===== config.mk =====
export PLATFORM = sky130hd
export DESIGN_NAME = mtc_controller
export DESIGN_NICKNAME = d
export VERILOG_FILES = /design/src/hdl/mtc_pkg.sv /design/src/hdl/mtc_controller.sv
export SDC_FILE = /design/constraint.sdc
export NUM_CORES = 1
export LEC_CHECK = 0
export BUFFER_PORTS_ARGS = -buffer_cell sky130_fd_sc_hd__buf_4
export CAP_MARGIN = 25
export CORE_AREA = 2 2 39 41
export DETAILED_ROUTE_END_ITERATION = 8
export DIE_AREA = 0 0 41 43
export GPL_ROUTABILITY_DRIVEN = 0
export SLEW_MARGIN = 20
export SYNTH_ARGS = -nofsm -noshare
export SYNTH_HDL_FRONTEND = slang
export SYNTH_SLANG_ARGS = --single-unit

===== constraint.sdc =====
create_clock -name clk -period 2.9 [get_ports clk]
set_input_delay 0.145 -clock clk [delete_from_list [all_inputs] [get_ports clk]]
set_output_delay 0.145 -clock clk [all_outputs]
set_load 0.02 [all_outputs]

===== src/hdl/mtc_pkg.sv =====
`default_nettype none
package mtc_pkg;

    localparam int FRAC_BITS_DEF = 16;
    localparam int WORD_BITS_DEF = 32;

    localparam logic [2:0] MODE_DIAG  = 3'd0;
    localparam logic [2:0] MODE_LOAD  = 3'd1;
    localparam logic [2:0] MODE_MUL   = 3'd2;
    localparam logic [2:0] MODE_TRANS = 3'd3;
    localparam logic [2:0] MODE_SCALE = 3'd4;
    localparam logic [2:0] MODE_READ  = 3'd5;

    typedef struct packed {
        logic [2:0]         mode;
        logic [1:0]         row;
        logic [1:0]         col;
        logic signed [31:0] val_a;
        logic signed [31:0] val_b;
        logic signed [31:0] val_c;
    } in_beat_t;

    typedef struct packed {
        logic signed [31:0] element;
        logic               saturated;
    } out_beat_t;

    // Commands from controller to datapath
    typedef struct packed {
        logic       load;
        logic       issue;
        logic [3:0] idx;
        logic       commit;
        logic       result;
    } mtc_cmd_t;

endpackage
`default_nettype wire


===== src/hdl/mtc_controller.sv =====
`default_nettype none
module mtc_controller
    import mtc_pkg::*;
(
    input  wire logic       clk,
    input  wire logic       rst_n,
    input  wire logic       in_valid,
    input  wire logic [2:0] in_mode,
    output logic            in_stall,
    output logic            out_valid,
    input  wire logic       out_stall,
    output mtc_cmd_t        cmd
);

    localparam logic [2:0] S_IDLE   = 3'd0;
    localparam logic [2:0] S_MUL    = 3'd1;
    localparam logic [2:0] S_DRAIN  = 3'd2;
    localparam logic [2:0] S_COMMIT = 3'd3;
    localparam logic [2:0] S_RESULT = 3'd4;

    logic [2:0] state_reg, state_next;
    logic [3:0] cnt_reg, cnt_next;
    logic       out_valid_reg, out_valid_next;
    logic       is_compose, can_load;

    assign is_compose = (in_mode == MODE_MUL) || (in_mode == MODE_TRANS)
                        || (in_mode == MODE_SCALE);
    assign can_load   = !out_valid_reg || !out_stall;

    always_comb
    begin
        state_next     = state_reg;
        cnt_next       = cnt_reg;
        out_valid_next = out_valid_reg && out_stall;
        cmd            = '0;
        cmd.idx        = cnt_reg;
        unique case (state_reg)
            S_IDLE:
                if (in_valid)
                begin
                    cmd.load   = 1'b1;
                    cnt_next   = '0;
                    state_next = is_compose ? S_MUL : S_RESULT;
                end
            S_MUL:
            begin
                cmd.issue = 1'b1;
                cnt_next  = cnt_reg + 4'd1;
                if (cnt_reg == 4'd15)
                    state_next = S_DRAIN;
            end
            S_DRAIN:
                state_next = S_COMMIT;
            S_COMMIT:
            begin
                cmd.commit = 1'b1;
                state_next = S_RESULT;
            end
            S_RESULT:
                if (can_load)
                begin
                    cmd.result     = 1'b1;
                    out_valid_next = 1'b1;
                    state_next     = S_IDLE;
                end
            default:
                state_next = S_IDLE;
        endcase
    end

    always_ff @(posedge clk or negedge rst_n)
    begin
        if (!rst_n)
        begin
            state_reg     <= S_IDLE;
            cnt_reg       <= '0;
            out_valid_reg <= 1'b0;
        end
        else
        begin
            state_reg     <= state_next;
            cnt_reg       <= cnt_next;
            out_valid_reg <= out_valid_next;
        end
    end

    assign in_stall  = (state_reg != S_IDLE);
    assign out_valid = out_valid_reg;

endmodule
`default_nettype wire


==> impl_metrics.ini <==
[status]
outcome = finished, final reports clean

[critical_path]
crit_type = reg2out
crit_chain = or3_1 > nor2_1 > buf_4
critical_path.max_fanout = 10
arrival_ps = 1430
crit_slowest_cell = dfrtp_1
reg2regPathDepth = 3
timing.rr.start = state_reg[1]
required_ps = 2760
r2r_slack_ps = 1590
r2r_end = cnt_reg[0]
startpoint = state_reg[2]
cp-endpoint = cmd[7]
start_kind = register
slowest_delay_ps = 460
end_kind = primary output

[global_routing]
use_met1_pct = 16.4
grt_pass1_vias = 326
track_usage_pct = 12.4
grt_pass1_wl_mm = 1.38
grt_busiest_layer = met1
grt_max_degree = 14
antenna_found_initial = 0
grtUsageMet2_pct = 14.4
grtUsageMet3_pct = 9.42
grt_overflow = 0

[sta]
finalMaxSlewViolations = 0
setup_tns_ps = 0
min_period_ps = 1570
tightestPinTransition_ps = 475
relSlewSlack_pct = 68.0
finClkSkew_ps = 3.91
setup_violations = 0
rsz0062_at_grt = no
finalHoldViolCount = 0
fin_crit_sh_pct = 54.3
max_freq_ghz = 0.635

[synthesis]
netlist.area_leader.share_pct = 44.4
synthCells = 47
synth_top_cell_by_area = dfrtp_1
synth_cell_types = 26
synth-compound-area-share_pct = 15.6
syn_avg_cell_area_um2 = 9.58
yosysWarnings = 0
synth-adder-area-share_pct = 2.78
synth_area_leaders = dfrtp_1 44%, a22o_1 5.8%, mux2_2 5.0%
synth-xor-area-share_pct = 0
synthArstFlopShare_pct = 100
yosysMostFrequentCell = dfrtp_1
synth_top_family_by_area = simple AND/OR/NAND/NOR gates
synth-simple-area-share_pct = 23.9
synth_commonest_cells = 8 x dfrtp_1, 5 x nor2_1, 4 x nand2_1
yosysSeqAreaShare_pct = 44.4
synthFlopType = dfrtp_1
synthesis.nets = 55
synth_area_um2 = 450
synth_seq_cells = 8
synth.mux.area_fraction_pct = 7.22
synth_edf_count = 0

[drt]
vias = 389
drt-vias-per-instance = 4.86
initialDrtViolationCount = 11
wl_per_cell_um = 10.9
drt_pass1_iterations = 4
drt-total-wl_um = 874
antenna_left = 0
drc = 0

[hold_path]
hold_path.class = in2reg

[power_and_ir_drop]
ir_worst_vdd_v = 0.000474
p_total_uw = 554
p_per_area_nw_per_um2 = 919
leakagePower_nw = 0.308

[place]
portBuffers = 16
dp_cells = 76
placed_area_um2 = 571

[final_layout]
drive_above_1_share_pct = 32.8
nets = 74
insertedDiodeCount = 0
layoutNonFillerInstCount = 80
area_delta_synth_final_pct = 33.9
fin_area_um2 = 603
largest_register_ffs = 4

[cts]
clk_pin_slew_ps = 50
cts_root_buf = clkbuf_4
cts.path.max_buffers = 2
cts_tree = yes
cts_inserted_buffers = 3
ctsResizeCount = 0
clk-insertion-delay-late_ps = 250
htreeDepth = 1
cts_post_setup_buffers_inserted = 0
clkSinkCount = 8

[floorplan]
start_util_pct = 32.5
fp.dieH_um = 43
die_w_um = 41
std_cell_rows = 14
ios = 17
core-area_um2 = 1380
dieArea_um2 = 1760

[flow_run]
drv_cap = 0
layout by cell type, fill, tap and decap left out, types with 2 or more instances in the layout:
cell type   n
a22o_1      3
buf_4      16
clkbuf_4    3
dfrtp_1     8
inv_1       2
mux2_2      2
nand2_1     4
nand2b_1    2
nand3_1     2
nor2_1      5
o21ai_0     2
cell type report:
cell class                 instances  area (µm²)
multi-input combinational         34         223
sequential                         8         200
tap                               16        20.0
clock buffer                       3        22.5
timing repair buffer              17         130
fill                             145         781
inverter                           2        7.51
metrics by stage:
| stage | utilization (%) | hold slack (ps) | setup WS [ps] |
|---|---|---|---|
| detailed placement | 41.2 | -33.2 | 1600 |
| global route | 43.6 | 121 | 1180 |
| CTS | 43.6 | 113 | 1320 |
| finish | 43.6 | 121 | 1330 |
| global placement | 41.2 | -31.4 | 1590 |
| floorplan | - | -151 | 1330 |
kinds of logic after synthesis:
| family | after synthesis |
|---|---|
| and+or+nand+nor | 20 |
| AOI/OAI and AO/OA | 10 |
| DFF | 8 |
| buffers and inverters | 5 |
| muxes | 3 |
| adders and majority gates | 1 |
report_power, final:
part	switching (mW)	total, mW	leakage [nW]	internal, mW
Sequential	0.0572	0.206	0.105	0.149
Clock	0.0346	0.0817	0.0138	0.0471
Combinational	0.134	0.266	0.189	0.132
worst max-delay path: cells and delay by family (launching register included):
family        cells  cell delay [ps]
buf+inv           1              160
flops             1              460
simple gates      2              550
worst min-delay path by stage:
stage               startpoint         end  slack (ps)  cells after the start
finish               out_stall   out_valid         120                      3
global route         out_stall   out_valid         120                      3
CTS                  out_stall   out_valid         110                      3
detailed placement       rst_n  cnt_reg[2]         -30                      1
global placement         rst_n  cnt_reg[2]         -30                      1
floorplan                rst_n  cnt_reg[0]        -150                      0
routing by layer:
| layer | part of all wire, % | up-vias | wire, µm |
|---|---|---|---|
| met5 | 0 | - | 0 |
| met4 | 0 | 0 | 0 |
| met3 | 6.4 | 0 | 56 |
| met2 | 47 | 15 | 410 |
| met1 | 47 | 169 | 407 |
| li1 | - | 205 | - |
repair_timing:
item,in CTS,in global routing
setup endpoints to repair,0,0
hold buffers,1,0
hold endpoints to repair,8,0
Note: power is estimated with default switching activity, not from simulation.
